[config.mk]
export PLATFORM = sky130hd
export DESIGN_NAME = utf8_to_utf16_transcoder
export DESIGN_NICKNAME = d
export VERILOG_FILES = /design/src/hdl/u8u16_pkg.sv /design/src/hdl/u8u16_front.sv /design/src/hdl/u8u16_queue.sv /design/src/hdl/u8u16_back.sv /design/src/hdl/utf8_to_utf16_transcoder.sv
export SDC_FILE = /design/constraint.sdc
export NUM_CORES = 1
export LEC_CHECK = 0
export ABC_AREA = 1
export ABC_CLOCK_PERIOD_IN_PS = 3000
export BUFFER_PORTS_ARGS = -buffer_cell sky130_fd_sc_hd__buf_2
export CORE_ASPECT_RATIO = 0.75
export CORE_MARGIN = 2
export CORE_UTILIZATION = 38
export CTS_BUF_LIST = sky130_fd_sc_hd__clkbuf_4
export DETAILED_ROUTE_END_ITERATION = 8
export GPL_TIMING_DRIVEN = 1
export PLACE_DENSITY = 0.61
export SYNTH_ARGS = -nofsm -noshare
export SYNTH_HDL_FRONTEND = slang
export SYNTH_HIERARCHICAL = 1
export SYNTH_SLANG_ARGS = --single-unit
[constraint.sdc]
create_clock -name i_clk -period 3 [get_ports i_clk]
set_input_delay 0.6 -clock i_clk [delete_from_list [all_inputs] [get_ports i_clk]]
set_output_delay 0.6 -clock i_clk [all_outputs]
set_load 0.02 [all_outputs]
[src/hdl/u8u16_pkg.sv]
// u8u16_pkg: shared types, constants and the lead-byte classifier for the
// UTF-8 to UTF-16 transcoder. No dependencies.
package u8u16_pkg;

    // One decoded byte's worth of work: a run of '?' units, then 0..2 units.
    typedef struct packed {
        logic [1:0]  reps;
        logic [1:0]  tail;
        logic [15:0] unit0;
        logic [15:0] unit1;
    } t_cmd;

    // Byte classes, keyed on the top five bits
    localparam logic [2:0] CLS_CONT  = 3'd0;
    localparam logic [2:0] CLS_ASCII = 3'd1;
    localparam logic [2:0] CLS_LEAD2 = 3'd2;
    localparam logic [2:0] CLS_LEAD3 = 3'd3;
    localparam logic [2:0] CLS_LEAD4 = 3'd4;
    localparam logic [2:0] CLS_BAD   = 3'd5;

    localparam logic [15:0] REPLACEMENT_UNIT = 16'h003F;
    // 0xD800 - (0x10000 >> 10): high surrogate straight from cp >> 10
    localparam logic [15:0] HIGH_SURR_OFFSET = 16'hD7C0;
    // top six bits of 0xDC00
    localparam logic [5:0]  LOW_SURR_TAG     = 6'b110111;

    function automatic logic [2:0] lead_class(input logic [4:0] top5);
        logic [2:0] cls;
        unique case (top5) inside
            [5'd0:5'd15]:  cls = CLS_ASCII;
            [5'd16:5'd23]: cls = CLS_CONT;
            [5'd24:5'd27]: cls = CLS_LEAD2;
            5'd28, 5'd29:  cls = CLS_LEAD3;
            5'd30:         cls = CLS_LEAD4;
            default:       cls = CLS_BAD;
        endcase
        return cls;
    endfunction

endpackage

[src/hdl/u8u16_front.sv]
// u8u16_front: byte decoder; holds the open sequence and turns each byte
// into a command for the emitter. Depends on u8u16_pkg.
module u8u16_front
    import u8u16_pkg::*;
(
    input  logic       i_clk,
    input  logic       i_rst_n,
    input  logic       i_take,
    input  logic [7:0] i_byte,
    input  logic       i_eos,
    output t_cmd       o_cmd,
    output logic       o_cmd_valid
);

    logic [1:0]  r_needed, n_needed;
    logic [1:0]  r_held,   n_held;
    logic [20:0] r_part,   n_part;

    logic [2:0]  cls;
    logic        fresh;
    logic [20:0] cont_part;
    logic [1:0]  cont_held;
    logic [1:0]  cont_needed;
    t_cmd        cmd;

    always_comb begin
        cls         = lead_class(i_byte[7:3]);
        n_needed    = r_needed;
        n_held      = r_held;
        n_part      = r_part;
        cmd         = '0;
        fresh       = 1'b1;
        cont_part   = {r_part[14:0], i_byte[5:0]};
        cont_held   = r_held + 2'd1;
        cont_needed = r_needed - 2'd1;

        if (r_needed != 2'd0) begin
            if (cls == CLS_CONT) begin
                fresh = 1'b0;
                if (cont_needed == 2'd0) begin
                    if (cont_part[20:16] == 5'd0) begin
                        cmd.tail  = 2'd1;
                        cmd.unit0 = cont_part[15:0];
                    end else begin
                        cmd.tail  = 2'd2;
                        cmd.unit0 = {5'd0, cont_part[20:10]} + HIGH_SURR_OFFSET;
                        cmd.unit1 = {LOW_SURR_TAG, cont_part[9:0]};
                    end
                    n_needed = 2'd0;
                    n_held   = 2'd0;
                    n_part   = '0;
                end else if (i_eos) begin
                    cmd.reps = cont_held;
                    n_needed = 2'd0;
                    n_held   = 2'd0;
                    n_part   = '0;
                end else begin
                    n_part   = cont_part;
                    n_held   = cont_held;
                    n_needed = cont_needed;
                end
            end else begin
                // broken sequence: flush what is held, then decode afresh
                cmd.reps = r_held;
                n_needed = 2'd0;
                n_held   = 2'd0;
                n_part   = '0;
            end
        end

        if (fresh) begin
            if (cls == CLS_ASCII) begin
                cmd.tail  = 2'd1;
                cmd.unit0 = {8'd0, i_byte};
            end else if (cls == CLS_CONT || cls == CLS_BAD || i_eos) begin
                cmd.tail  = 2'd1;
                cmd.unit0 = REPLACEMENT_UNIT;
            end else begin
                n_needed = 2'(cls - 3'd1);
                n_held   = 2'd1;
                case (cls)
                    CLS_LEAD2: n_part = {16'd0, i_byte[4:0]};
                    CLS_LEAD3: n_part = {17'd0, i_byte[3:0]};
                    default:   n_part = {18'd0, i_byte[2:0]};
                endcase
            end
        end
    end

    assign o_cmd       = cmd;
    assign o_cmd_valid = (cmd.reps != 2'd0) || (cmd.tail != 2'd0);

    always_ff @(posedge i_clk) begin
        if (!i_rst_n) begin
            r_needed <= 2'd0;
            r_held   <= 2'd0;
            r_part   <= '0;
        end else if (i_take) begin
            r_needed <= n_needed;
            r_held   <= n_held;
            r_part   <= n_part;
        end
    end

    // sequence bookkeeping: nothing held when closed, never more than 4 bytes
    a_closed_empty: assert property (@(posedge i_clk) disable iff (!i_rst_n)
        (r_needed == 2'd0) == (r_held == 2'd0))
        else $error("held count out of step with needed count");
    a_seq_len: assert property (@(posedge i_clk) disable iff (!i_rst_n)
        ({1'b0, r_held} + {1'b0, r_needed}) <= 3'd4)
        else $error("open sequence longer than four bytes");

endmodule

[src/hdl/u8u16_queue.sv]
// u8u16_queue: small command FIFO between decoder and emitter.
// Depends on u8u16_pkg.
module u8u16_queue
    import u8u16_pkg::*;
#(
    parameter int DEPTH = 4
) (
    input  logic i_clk,
    input  logic i_rst_n,
    input  logic i_wr,
    input  t_cmd i_wr_cmd,
    input  logic i_rd,
    output t_cmd o_head,
    output logic o_head_valid,
    output logic o_full
);

    localparam int PTR_W = (DEPTH > 1) ? $clog2(DEPTH) : 1;
    localparam int CNT_W = $clog2(DEPTH + 1);

    t_cmd             r_mem [DEPTH];
    logic [PTR_W-1:0] r_wr_ptr, n_wr_ptr;
    logic [PTR_W-1:0] r_rd_ptr, n_rd_ptr;
    logic [CNT_W-1:0] r_count,  n_count;

    always_comb begin
        n_wr_ptr = r_wr_ptr;
        n_rd_ptr = r_rd_ptr;
        n_count  = r_count;
        if (i_wr) begin
            n_wr_ptr = (r_wr_ptr == PTR_W'(DEPTH - 1)) ? '0 : r_wr_ptr + 1'b1;
        end
        if (i_rd) begin
            n_rd_ptr = (r_rd_ptr == PTR_W'(DEPTH - 1)) ? '0 : r_rd_ptr + 1'b1;
        end
        if (i_wr && !i_rd) begin
            n_count = r_count + 1'b1;
        end else if (!i_wr && i_rd) begin
            n_count = r_count - 1'b1;
        end
    end

    always_ff @(posedge i_clk) begin
        if (!i_rst_n) begin
            r_wr_ptr <= '0;
            r_rd_ptr <= '0;
            r_count  <= '0;
        end else begin
            r_wr_ptr <= n_wr_ptr;
            r_rd_ptr <= n_rd_ptr;
            r_count  <= n_count;
        end
    end

    always_ff @(posedge i_clk) begin
        if (i_wr) begin
            r_mem[r_wr_ptr] <= i_wr_cmd;
        end
    end

    assign o_head       = r_mem[r_rd_ptr];
    assign o_head_valid = (r_count != '0);
    assign o_full       = (r_count == CNT_W'(DEPTH));

    a_no_overflow: assert property (@(posedge i_clk) disable iff (!i_rst_n)
        i_wr |-> (!o_full || i_rd))
        else $error("write into a full command queue");
    a_no_underflow: assert property (@(posedge i_clk) disable iff (!i_rst_n)
        i_rd |-> o_head_valid)
        else $error("read from an empty command queue");

endmodule

[src/hdl/u8u16_back.sv]
// u8u16_back: emitter; walks the head command one unit per cycle into the
// output register while that register is empty or being popped. Depends on u8u16_pkg.
module u8u16_back
    import u8u16_pkg::*;
(
    input  logic        i_clk,
    input  logic        i_rst_n,
    input  t_cmd        i_head,
    input  logic        i_head_valid,
    output logic        o_deq,
    input  logic        i_pop,
    output logic        o_empty,
    output logic [15:0] o_code_unit,
    output logic        o_run_last
);

    logic        r_valid;
    logic [15:0] r_unit;
    logic        r_last;
    logic [1:0]  r_idx;

    logic        load;
    logic [2:0]  total;
    logic        last;
    logic [15:0] unit;

    always_comb begin
        total = {1'b0, i_head.reps} + {1'b0, i_head.tail};
        last  = ({1'b0, r_idx} + 3'd1) == total;
        if (r_idx < i_head.reps) begin
            unit = REPLACEMENT_UNIT;
        end else if (r_idx == i_head.reps) begin
            unit = i_head.unit0;
        end else begin
            unit = i_head.unit1;
        end
        load = i_head_valid && (!r_valid || i_pop);
    end

    assign o_deq = load && last;

    always_ff @(posedge i_clk) begin
        if (!i_rst_n) begin
            r_valid <= 1'b0;
            r_idx   <= 2'd0;
        end else begin
            if (load) begin
                r_valid <= 1'b1;
                r_idx   <= last ? 2'd0 : r_idx + 2'd1;
            end else if (i_pop) begin
                r_valid <= 1'b0;
            end
        end
    end

    always_ff @(posedge i_clk) begin
        if (load) begin
            r_unit <= unit;
            r_last <= last;
        end
    end

    assign o_empty     = !r_valid;
    assign o_code_unit = r_unit;
    assign o_run_last  = r_last;

    a_idx_in_cmd: assert property (@(posedge i_clk) disable iff (!i_rst_n)
        i_head_valid |-> ({1'b0, r_idx} < total))
        else $error("unit index ran past the head command");
    a_hold_on_stall: assert property (@(posedge i_clk) disable iff (!i_rst_n)
        (r_valid && !i_pop) |=> (r_valid && $stable(r_unit) && $stable(r_idx)))
        else $error("output unit or index moved while stalled");

endmodule

[src/hdl/utf8_to_utf16_transcoder.sv]
// utf8_to_utf16_transcoder: top level; UTF-8 bytes in, UTF-16 code units out.
// Depends on u8u16_pkg, u8u16_front, u8u16_queue, u8u16_back.
// A byte's command enters the queue as the byte is taken; its first unit is loaded into the
// output register once that is empty or popped. Throughput: one byte per cycle while the
// queue has room; the emitter sends one unit per cycle while the consumer pops.
// Reset: synchronous, active low; drops any open sequence, queued commands and output unit.
module utf8_to_utf16_transcoder
    import u8u16_pkg::*;
#(
    parameter int QUEUE_DEPTH = 4
) (
    input  logic        i_clk,
    input  logic        i_rst_n,
    // byte side
    input  logic        push,
    output logic        full,
    input  logic [7:0]  i_in_byte,
    input  logic        i_end_of_string,
    // code unit side
    output logic        empty,
    input  logic        pop,
    output logic [15:0] o_code_unit,
    output logic        o_run_last
);

    logic take;
    t_cmd cmd;
    logic cmd_valid;
    t_cmd head;
    logic head_valid;
    logic deq;
    logic q_full;

    // A byte is taken whenever the queue has room; bytes that only extend a
    // sequence produce no command and so never occupy a slot.
    assign take = push && !q_full;
    assign full = q_full;

    // Front: classifies the byte, tracks the open sequence and forms the
    // command (replacement count plus 0..2 trailing units).
    u8u16_front u_front (
        .i_clk       (i_clk),
        .i_rst_n     (i_rst_n),
        .i_take      (take),
        .i_byte      (i_in_byte),
        .i_eos       (i_end_of_string),
        .o_cmd       (cmd),
        .o_cmd_valid (cmd_valid)
    );

    // Queue: lets the decoder keep going while the emitter works through a
    // multi-unit command or the consumer stalls.
    u8u16_queue #(
        .DEPTH (QUEUE_DEPTH)
    ) u_queue (
        .i_clk        (i_clk),
        .i_rst_n      (i_rst_n),
        .i_wr         (take && cmd_valid),
        .i_wr_cmd     (cmd),
        .i_rd         (deq),
        .o_head       (head),
        .o_head_valid (head_valid),
        .o_full       (q_full)
    );

    // Back: expands the head command one unit per cycle while the output register is free
    // or popped; the output register refills in the same cycle that the consumer pops.
    u8u16_back u_back (
        .i_clk        (i_clk),
        .i_rst_n      (i_rst_n),
        .i_head       (head),
        .i_head_valid (head_valid),
        .o_deq        (deq),
        .i_pop        (pop),
        .o_empty      (empty),
        .o_code_unit  (o_code_unit),
        .o_run_last   (o_run_last)
    );

    // Only a completed command leaves the queue, and only when its final
    // unit goes into the output register flagged as last.
    a_deq_marks_last: assert property (@(posedge i_clk) disable iff (!i_rst_n)
        deq |=> (!empty && o_run_last))
        else $error("command retired without a last unit on the output");

endmodule

==> flow_summary.json, run 1 <==
{
  "grt_overflow": 0,
  "async_flop_share_pct": 0,
  "antenna_found_initial": 1,
  "netlist_area_um2": 8890,
  "holdPathStages": 3,
  "die_w_um": 181,
  "min_path_type": "in -> reg",
  "num_vias": 5719,
  "dr.pass1.iters": 5,
  "ys.flop_type": "edfxtp_1",
  "cts-buffers-inserted": 17,
  "drc": 0,
  "max-slew-margin-rel_pct": 50.3,
  "layout_common_cells": "edfxtp_1 (161), nor2_1 (93), nand2_1 (78)",
  "avgViaCountPerCell": 4.93,
  "initial_core_util_pct": 38.7,
  "yosysWarnings": 6,
  "fin_nets": 877,
  "worstPathArrival_ps": 3380,
  "postPlaceCellArea_um2": 9600,
  "grt_pass1_wl_um": 30400,
  "power_mw": 7.01,
  "worst-setup-path-type": "reg -> reg",
  "period_minus_slack_ps": 2900,
  "synth_seq_cells": 192,
  "finalClockSkew_ps": 26.9,
  "critPathLaunchType": "flop",
  "synth_edf_count": 161,
  "status": "finished, final reports clean",
  "ys_types": 44,
  "setup_violations": 0,
  "drt_iter0_markers": 624,
  "rsz0062_at_grt": "yes",
  "end_kind": "flop",
  "clk_path_buf_depth": 2,
  "p_leak_nw": 3.68,
  "drv_cap": 0,
  "clock_latency_ps": 600,
  "drv_slew": 0,
  "io_buffers": 31,
  "cts-root-buf": "clkbuf_4",
  "mostFrequentLayoutCell": "edfxtp_1",
  "tightest_slew_ps": 745,
  "cts_sinks": 192,
  "syn-instance-count": 782,
  "row_count": 48,
  "cp_max_fo": 8,
  "clkTransAtPathRegs_ps": 160,
  "worstRegToRegCells": 17,
  "grt_pass1_vias": 5341,
  "wl_um": 19300,
  "grt_max_degree": 65,
  "htree_levels": 4,
  "cp.required_ps": 3490,
  "synth-seq-area-share_pct": 61.4,
  "fp.dieH_um": 136,
  "final_area_um2": 9960,
  "dieArea_um2": 24600,
  "clock.fmax_mhz": 345,
  "post-dp-hpwl_um": 12700,
  "drive_gt1_share_pct": 27.4,
  "max-vdd-ir-drop_uv": 266,
  "power_density_nw_per_um2": 704,
  "final-hold-violation-count": 0,
  "grt_use_total_pct": 16.4,
  "cts_tree": "built",
  "synth_fp_nets": 814,
  "syn_to_final_growth_pct": 12.0,
  "wl_per_cell_um": 16.6,
  "io_pins": 32,
  "core_area_um2": 23000,
  "syn_avg_cell_area_um2": 11.4,
  "gp_congestion": 0.828,
  "fin_cells": 1159,
  "detail-route-antenna-nets": 0,
  "finalCritPeriodShare_pct": 96.5,
  "dp_cells": 1123,
  "hold_buffers": 0
}
## critical path, cell delays in order (launching register included)
cell     delay, ps
dfxtp_4        450
buf_6          120
nor2_2          40
o22ai_2        110
ha_2           190
inv_2           40
fa_1           480
nand2_1         80
inv_1           40
nor2_1         120
nand3_2        120
nor2_4         160
inv_2           70
ha_4           170
inv_4           50
fa_2           420
o21ai_2        110
nor2_1          50
## routing by layer
metal | up-vias | track usage (%) | part of all wire, %
met3 | 10 | 3.88 | 6.5
li1 | 2844 | - | -
met5 | - | 0 | 0
met2 | 157 | 24.1 | 43
met1 | 2708 | 24.3 | 50
met4 | 0 | 3.94 | 0.57
## what timing repair did
action / CTS / global route
buffers inserted: 0 / 3
setup endpoints to repair: 1 / 2
pin swaps: 0 / 10
gates resized for setup: 2 / 17
## cell type report
cell class              instances  area (um2)
diodes                          1        2.50
clock buffers                  18         135
clock inverters                14         145
fillers                      2149       13000
inverters                      86         360
multi-input cells             467        2830
flip-flops and latches        192        5460
well taps                     300         375
repair buffers                 81         647
## power by group
group | switching [mW] | leakage [nW] | internal [mW]
logic | 1.45 | 1.81 | 0.771
clock network | 0.963 | 0.150 | 0.380
registers | 0.116 | 1.72 | 3.34
## kinds of logic (layout without fill, tap and decap cells)
kind of cell / after synthesis / in the layout / share of synthesized area (%)
AO/OA/AOI/OAI: 172 / 172 / 13.7
XOR/XNOR: 3 / 3 / 0.296
adder cells (fa/ha/maj): 19 / 19 / 2.84
buffers and inverters: 123 / 199 / 7.32
flip-flops: 192 / 192 / 61.4
other: 1 / 2 / 0.0422
AND/OR/NAND/NOR: 272 / 272 / 14.4
## registers in the layout (all words and copies together) (netlist names), 2 cells and up, named ones only
| register | cells |
|---|---|
| u_front/r_needed | 2 |
| u_front/r_held | 2 |
| u_back/o_code_unit | 16 |
| u_queue/r_wr_ptr | 2 |
| u_queue/r_count | 3 |
| u_front/r_part | 15 |
| u_queue/r_mem | 144 |
| u_back/r_idx | 2 |
| u_queue/r_rd_ptr | 2 |
## final timing paths
kind | start | slack [ps] | end
worst max register to register | flop | 100 | u_queue/r_count[1]$_SDFFE_PN0P_
worst min-delay path | i_in_byte[2] | 280 | u_front/r_part[2]$_SDFFE_PN0P_
worst max-delay path | flop | 100 | u_queue/r_count[1]$_SDFFE_PN0P_
worst min register to register | u_front/r_part[0]$_SDFFE_PN0P_ | 500 | u_front/r_part[0]$_SDFFE_PN0P_
## per-stage QoR
stage	util, %	worst slack (ps)	hold WS [ps]	TNS [ps]
after detailed placement	41.7	-95.5	478	-163
after global routing	43.3	-52.2	210	-64.6
final	43.3	104	281	0
after global placement	41.7	-26.9	475	-49.9
after floorplan	-	7.82	455	0
after CTS	43.0	23.2	231	0
## synthesized netlist by cell type (8+ instances only)
cell / instances / area share [%]
a21oi_1: 12 / 0.68
buf_4: 14 / 1.2
buf_6: 14 / 1.8
dfxtp_1: 31 / 7.0
edfxtp_1: 161 / 54
ha_1: 17 / 2.4
inv_1: 75 / 3.2
inv_2: 8 / 0.34
nand2_1: 78 / 3.3
nand3_1: 35 / 2.0
nor2_1: 95 / 4.0
nor2_2: 28 / 2.0
o211ai_1: 18 / 1.5
o21ai_0: 37 / 2.1
o21ai_1: 30 / 1.7
o21ai_2: 25 / 2.5
o22ai_1: 19 / 1.3
o22ai_2: 18 / 2.5
or2_0: 10 / 0.70
Note: power is estimated with default switching activity, not from simulation.
==> inputs of run 2 (changes only) <==
--- a/config.mk
+++ b/config.mk
@@ -11,7 +11,7 @@
 export CORE_ASPECT_RATIO = 0.75
 export CORE_MARGIN = 2
 export CORE_UTILIZATION = 38
-export CTS_BUF_LIST = sky130_fd_sc_hd__clkbuf_4
+export CTS_BUF_LIST = sky130_fd_sc_hd__clkbuf_8
 export DETAILED_ROUTE_END_ITERATION = 8
 export GPL_TIMING_DRIVEN = 1
 export PLACE_DENSITY = 0.61
==> run 2 against run 1 <==
Compared with the run above: setup slack better by 6.5 ps; first-iteration DRC count is 11% lower; routed wire length hardly changed; non-clock buffer count stayed put; sequential power hardly changed; global-route usage is 0.16 points lower; largest power group unchanged; count of clock-buffer cells in the layout is 1 lower; utilization is 0.44 points higher; critical path type unchanged; via count is 0.56% higher.
==> flow_summary.json, run 2 (synthesis results as in run 1) <==
{
  "status": "finished, final reports clean",
  "grt_pass1_wl_um": 30300,
  "worst-setup-path-type": "reg -> reg",
  "mostFrequentLayoutCell": "edfxtp_1",
  "io_buffers": 31,
  "holdPathStages": 3,
  "cts_tree": "built",
  "clk_path_buf_depth": 2,
  "drt_iter0_markers": 553,
  "drv_cap": 0,
  "antennaDiodeCount": 0,
  "power_mw": 7.28,
  "max-slew-margin-rel_pct": 50.2,
  "power_density_nw_per_um2": 724,
  "tightest_slew_ps": 747,
  "critPathLaunchType": "flop",
  "grt_use_total_pct": 16.2,
  "final.fill_count": 2134,
  "grt_overflow": 0,
  "drv_slew": 0,
  "largest_reg_flops": 144,
  "cts_sinks": 192,
  "cts-buffers-inserted": 17,
  "fin_nets": 877,
  "dr.pass1.iters": 5,
  "finalClockSkew_ps": 18.3,
  "max-vdd-ir-drop_uv": 277,
  "grt_pass1_vias": 5342,
  "post-route-util_pct": 43.7,
  "syn_to_final_growth_pct": 13.1,
  "cts-root-buf": "clkbuf_8",
  "avgViaCountPerCell": 4.97,
  "cp.required_ps": 3360,
  "initial_core_util_pct": 38.7,
  "fp.dieH_um": 136,
  "dieArea_um2": 24600,
  "finalCritPeriodShare_pct": 96.3,
  "setup_tns_ps": 0,
  "num_vias": 5751,
  "final-hold-violation-count": 0,
  "antenna_found_initial": 0,
  "drc": 0,
  "post-dp-hpwl_um": 12700,
  "clock_latency_ps": 470,
  "worstPathArrival_ps": 3250,
  "clkTransAtPathRegs_ps": 100,
  "layout_common_cells": "edfxtp_1 (161), nor2_1 (93), nand2_1 (78)",
  "die_w_um": 181,
  "drive_gt1_share_pct": 27.3,
  "worstRegToRegCells": 17,
  "p_leak_nw": 3.73,
  "setup_slack_ps": 110,
  "row_count": 48,
  "wl_per_cell_um": 16.6,
  "core_area_um2": 23000,
  "end_kind": "flop",
  "top_register": "u_queue/r_mem",
  "gp_congestion": 0.828,
  "min_path_type": "in -> reg",
  "detail-route-antenna-nets": 0,
  "detailedPlace.worstSlack_ps": -95.5,
  "ff2ff_setup_slack_ps": 110,
  "htree_levels": 4,
  "clock.fmax_mhz": 346,
  "period_minus_slack_ps": 2890,
  "grt_max_degree": 65,
  "cp_max_fo": 8,
  "rsz0062_at_grt": "yes",
  "wl_um": 19300,
  "io_pins": 32,
  "setup_violations": 0
}
[run 2: cell count changes in the layout (fill, tap and decap cells not counted), sizes merged]
cell,delta
diode,-1
clkbuf,-1
inv,+1
[run 2: where the power goes]
| group | leakage [nW] | switching, mW | total [mW] | internal (mW) |
|---|---|---|---|---|
| logic | 1.81 | 1.46 | 2.23 | 0.771 |
| registers | 1.72 | 0.116 | 3.45 | 3.34 |
| clock network | 0.194 | 0.990 | 1.60 | 0.612 |
[run 2: path summary, 6_finish.rpt]
kind,from,to
worst max-delay path,flop,u_queue/r_count[1]$_SDFFE_PN0P_
worst min-delay path,i_in_byte[2],u_front/r_part[2]$_SDFFE_PN0P_
worst max register to register,flop,u_queue/r_count[1]$_SDFFE_PN0P_
worst min register to register,u_front/r_part[0]$_SDFFE_PN0P_,u_front/r_part[0]$_SDFFE_PN0P_
[run 2: routing by layer]
layer  vias to the layer above  share of wire [%]  GRT usage, %
li1                       2839                  -             -
met1                      2741                 50          24.1
met2                       162                 43          24.3
met3                         9                6.4          3.24
met4                         0               0.80          3.81
met5                         -                  0             0
[run 2: repair_timing]
item / CTS / global route
setup endpoints to repair: 1 / 2
resized for setup: 2 / 17
hold buffers: 0 / 0
pin swaps: 0 / 10
hold endpoints to repair: 0 / 0
setup buffers: 0 / 3
[run 2: worst max-delay path: stages, from the launching register on]
cell     delay, ps
dfxtp_4        430
buf_6          120
nor2_2          40
o22ai_2        110
ha_2           190
inv_2           40
fa_1           480
nand2_1         80
inv_1           40
nor2_1         120
nand3_2        120
nor2_4         160
inv_2           70
ha_4           170
inv_4           50
fa_2           420
o21ai_2        110
nor2_1          50
[run 2: area by class of cell]
class | count | area, um2 | area share, %
inverters | 86 | 360 | 3.58
flip-flops and latches | 192 | 5460 | 54.3
clock inverters | 15 | 149 | 1.48
multi-input cells | 467 | 2830 | 28.2
repair buffers | 81 | 647 | 6.43
clock buffers | 17 | 234 | 2.33
well taps | 300 | 375 | 3.73
[run 2: stage by stage]
stage	std cells	hold WS, ps	cell area, um2
after floorplan	782	455	8910
after global placement	1123	475	9600
after detailed placement	1123	478	9600
after CTS	1155	393	9990
after global routing	1158	401	10100
final	1158	422	10100
==> inputs of run 3 (changes only) <==
--- a/config.mk
+++ b/config.mk
@@ -6,15 +6,15 @@
 export NUM_CORES = 1
 export LEC_CHECK = 0
 export ABC_AREA = 1
-export ABC_CLOCK_PERIOD_IN_PS = 3000
+export ABC_CLOCK_PERIOD_IN_PS = 3180
 export BUFFER_PORTS_ARGS = -buffer_cell sky130_fd_sc_hd__buf_2
 export CORE_ASPECT_RATIO = 0.75
 export CORE_MARGIN = 2
-export CORE_UTILIZATION = 38
+export CORE_UTILIZATION = 58
 export CTS_BUF_LIST = sky130_fd_sc_hd__clkbuf_8
 export DETAILED_ROUTE_END_ITERATION = 8
 export GPL_TIMING_DRIVEN = 1
-export PLACE_DENSITY = 0.61
+export PLACE_DENSITY = 0.81
 export SYNTH_ARGS = -nofsm -noshare
 export SYNTH_HDL_FRONTEND = slang
 export SYNTH_HIERARCHICAL = 1
==> constraint.sdc (replaced) <==
create_clock -name i_clk -period 3.18 [get_ports i_clk]
set_input_delay 0.636 -clock i_clk [delete_from_list [all_inputs] [get_ports i_clk]]
set_output_delay 0.636 -clock i_clk [all_outputs]
set_load 0.02 [all_outputs]
==> run 3 against run 2 <==
Compared with the run above: non-clock buffer count fell by 16; combinational power decreased by 12%; fmax shrank 4.3%; sequential share of layout area grew 1.5 points; utilization is 21 points higher; clock power rose by 2%; clock skew down 7.5 ps; global-route usage up 8.1 points; setup slack improved by 50 ps; via count increased by 2.4%; register-to-register slack improved by 50 ps; critical endpoint unchanged; largest cell class unchanged.
==> flow_summary.json, run 3 (synthesis results as in run 1) <==
{
  "status": "finished, final reports clean",
  "layout_common_cells": "edfxtp_1 (161), nor2_1 (94), nand2_1 (78)",
  "grt_max_degree": 45,
  "antenna_found_initial": 0,
  "fp.dieH_um": 111,
  "cts-buffers-inserted": 17,
  "die_w_um": 147,
  "p_int_mw": 4.56,
  "rsz0062_at_grt": "no",
  "finalClockSkew_ps": 10.8,
  "drive_gt1_share_pct": 24.5,
  "clkTransAtPathRegs_ps": 100,
  "min_path_type": "in -> reg",
  "wl_um": 18900,
  "p_seq_share_pct": 47.5,
  "cts-root-buf": "clkbuf_8",
  "power.switching_mw": 2.31,
  "io_buffers": 31,
  "cp_cell_sequence": "buf_4 > nor2_1 > o22ai_2 > ha_1 > inv_1 > fa_1 > nand2_1 > inv_1 > nor2_1 > nand3_1 > nor2_2 > inv_2 > ha_2 > inv_1 > fa_2 > o21ai_0 > nor2_1",
  "gp_congestion": 0.900,
  "drv_cap": 0,
  "pwr-share-comb_pct": 28.6,
  "syn_to_final_growth_pct": 10.0,
  "worstPathArrival_ps": 3390,
  "cp.buffers_inverters": 5,
  "cp.required_ps": 3550,
  "pwr-share-clk_pct": 23.9,
  "final-hold-violation-count": 0,
  "end_kind": "flop",
  "crit_cells": 17,
  "period_minus_slack_ps": 3020,
  "wl_per_cell_um": 18.1,
  "core_area_um2": 15100,
  "drc": 0,
  "slowest_stage": "fa_1",
  "cp_top_family": "adder cells",
  "detail-route-antenna-nets": 0,
  "power_density_nw_per_um2": 703,
  "p_sw_share_pct": 33.6,
  "crit_end": "u_queue/r_count[1]$_SDFFE_PN0P_",
  "cts_sinks": 192,
  "cp_max_fo": 7,
  "post-dp-hpwl_um": 12300,
  "cts_tree": "built",
  "worstRegToRegCells": 17,
  "ff2ff_setup_slack_ps": 160,
  "row_count": 39,
  "num_vias": 5889,
  "initial_core_util_pct": 58.8,
  "largest_reg_flops": 144,
  "setup_tns_ps": 0,
  "antennaDiodeCount": 0,
  "max_stage_delay_ps": 430,
  "fin_cells": 1047,
  "timing.hold.ws_ps": 440,
  "grt_pass1_vias": 5695,
  "mostFrequentLayoutCell": "edfxtp_1",
  "grt_pass1_wl_um": 30300,
  "fin_nets": 861,
  "io_pins": 32,
  "max-vdd-ir-drop_uv": 357,
  "dr.pass1.iters": 6,
  "clock.fmax_mhz": 331,
  "drt_iter0_markers": 676,
  "reg2reg_to": "u_queue/r_count[1]$_SDFFE_PN0P_",
  "tightest_slew_ps": 735,
  "avgViaCountPerCell": 5.62,
  "dieArea_um2": 16300,
  "setup_violations": 0,
  "grt_use_total_pct": 24.3,
  "finalCritPeriodShare_pct": 95.0,
  "holdPathStages": 3,
  "htree_levels": 4,
  "top_register": "u_queue/r_mem",
  "grt_overflow": 0,
  "dp_cells": 1014,
  "p_leak_nw": 3.67,
  "hold_buffers": 0,
  "clk_path_buf_depth": 2,
  "worst-setup-path-type": "reg -> reg",
  "drv_slew": 0,
  "max-slew-margin-rel_pct": 51.0,
  "critPathLaunchType": "flop",
  "clock_latency_ps": 480
}
## run 3: final cells by class
class / instances / area, um2
well taps: 205 / 256
repair buffers: 65 / 510
clock buffers: 17 / 234
multi-input cells: 467 / 2790
inverters: 86 / 358
flip-flops and latches: 192 / 5460
clock inverters: 15 / 169
fillers: 1138 / 5350
## run 3: power groups by stage
stage	Combinational, mW	Sequential (mW)	Clock (mW)
6_report	1.96	3.27	1.64
3_5_place_dp	1.94	3.33	0
5_1_grt	2.16	3.30	1.77
3_3_place_gp	1.90	3.31	0
4_1_cts	1.95	3.27	1.67
2_1_floorplan	1.27	3.44	0
## run 3: worst reg2reg max path: cells and delay by family (launching register included)
kind / cells / cell delay [ps]
adder cells (fa/ha/maj): 4 / 1220
AND/OR/NAND/NOR: 6 / 600
flip-flops: 1 / 390
AO/OA/AOI/OAI: 2 / 250
buffers and inverters: 5 / 460
## run 3: stage by stage
stage	power, mW	area (um2)	setup WS [ps]	util (%)
after CTS	6.89	9760	29.4	64.5
final	6.87	9780	160	64.7
after floorplan	4.71	8910	52.8	-
after detailed placement	5.27	9360	-172	61.9
after global placement	5.22	9360	-23.0	61.9
after global routing	7.23	9780	17.1	64.7
## run 3: routing by layer
layer / vias up / wire length (um) / global-route usage [%]
met5: - / 0 / 0
met4: 0 / 249 / 7.76
met3: 20 / 1240 / 4.77
met2: 206 / 8820 / 38.5
met1: 2860 / 8610 / 34.2
li1: 2803 / - / -
## run 3: timing repair
action | in CTS | in global routing
endpoints found under the setup margin | 0 | 2
gates resized for setup | 0 | 9
buffers inserted | 0 | 1
## run 3: how the worst min path moves through the flow
stage,startpoint,end
4_1_cts,i_in_byte[1],u_front/r_part[1]$_SDFFE_PN0P_
5_1_grt,i_in_byte[2],u_front/r_part[2]$_SDFFE_PN0P_
2_1_floorplan,u_front/r_part[3]$_SDFFE_PN0P_,u_front/r_part[3]$_SDFFE_PN0P_
6_report,i_in_byte[1],u_front/r_part[1]$_SDFFE_PN0P_
3_5_place_dp,u_front/r_part[0]$_SDFFE_PN0P_,u_front/r_part[0]$_SDFFE_PN0P_
3_3_place_gp,u_front/r_part[0]$_SDFFE_PN0P_,u_front/r_part[0]$_SDFFE_PN0P_
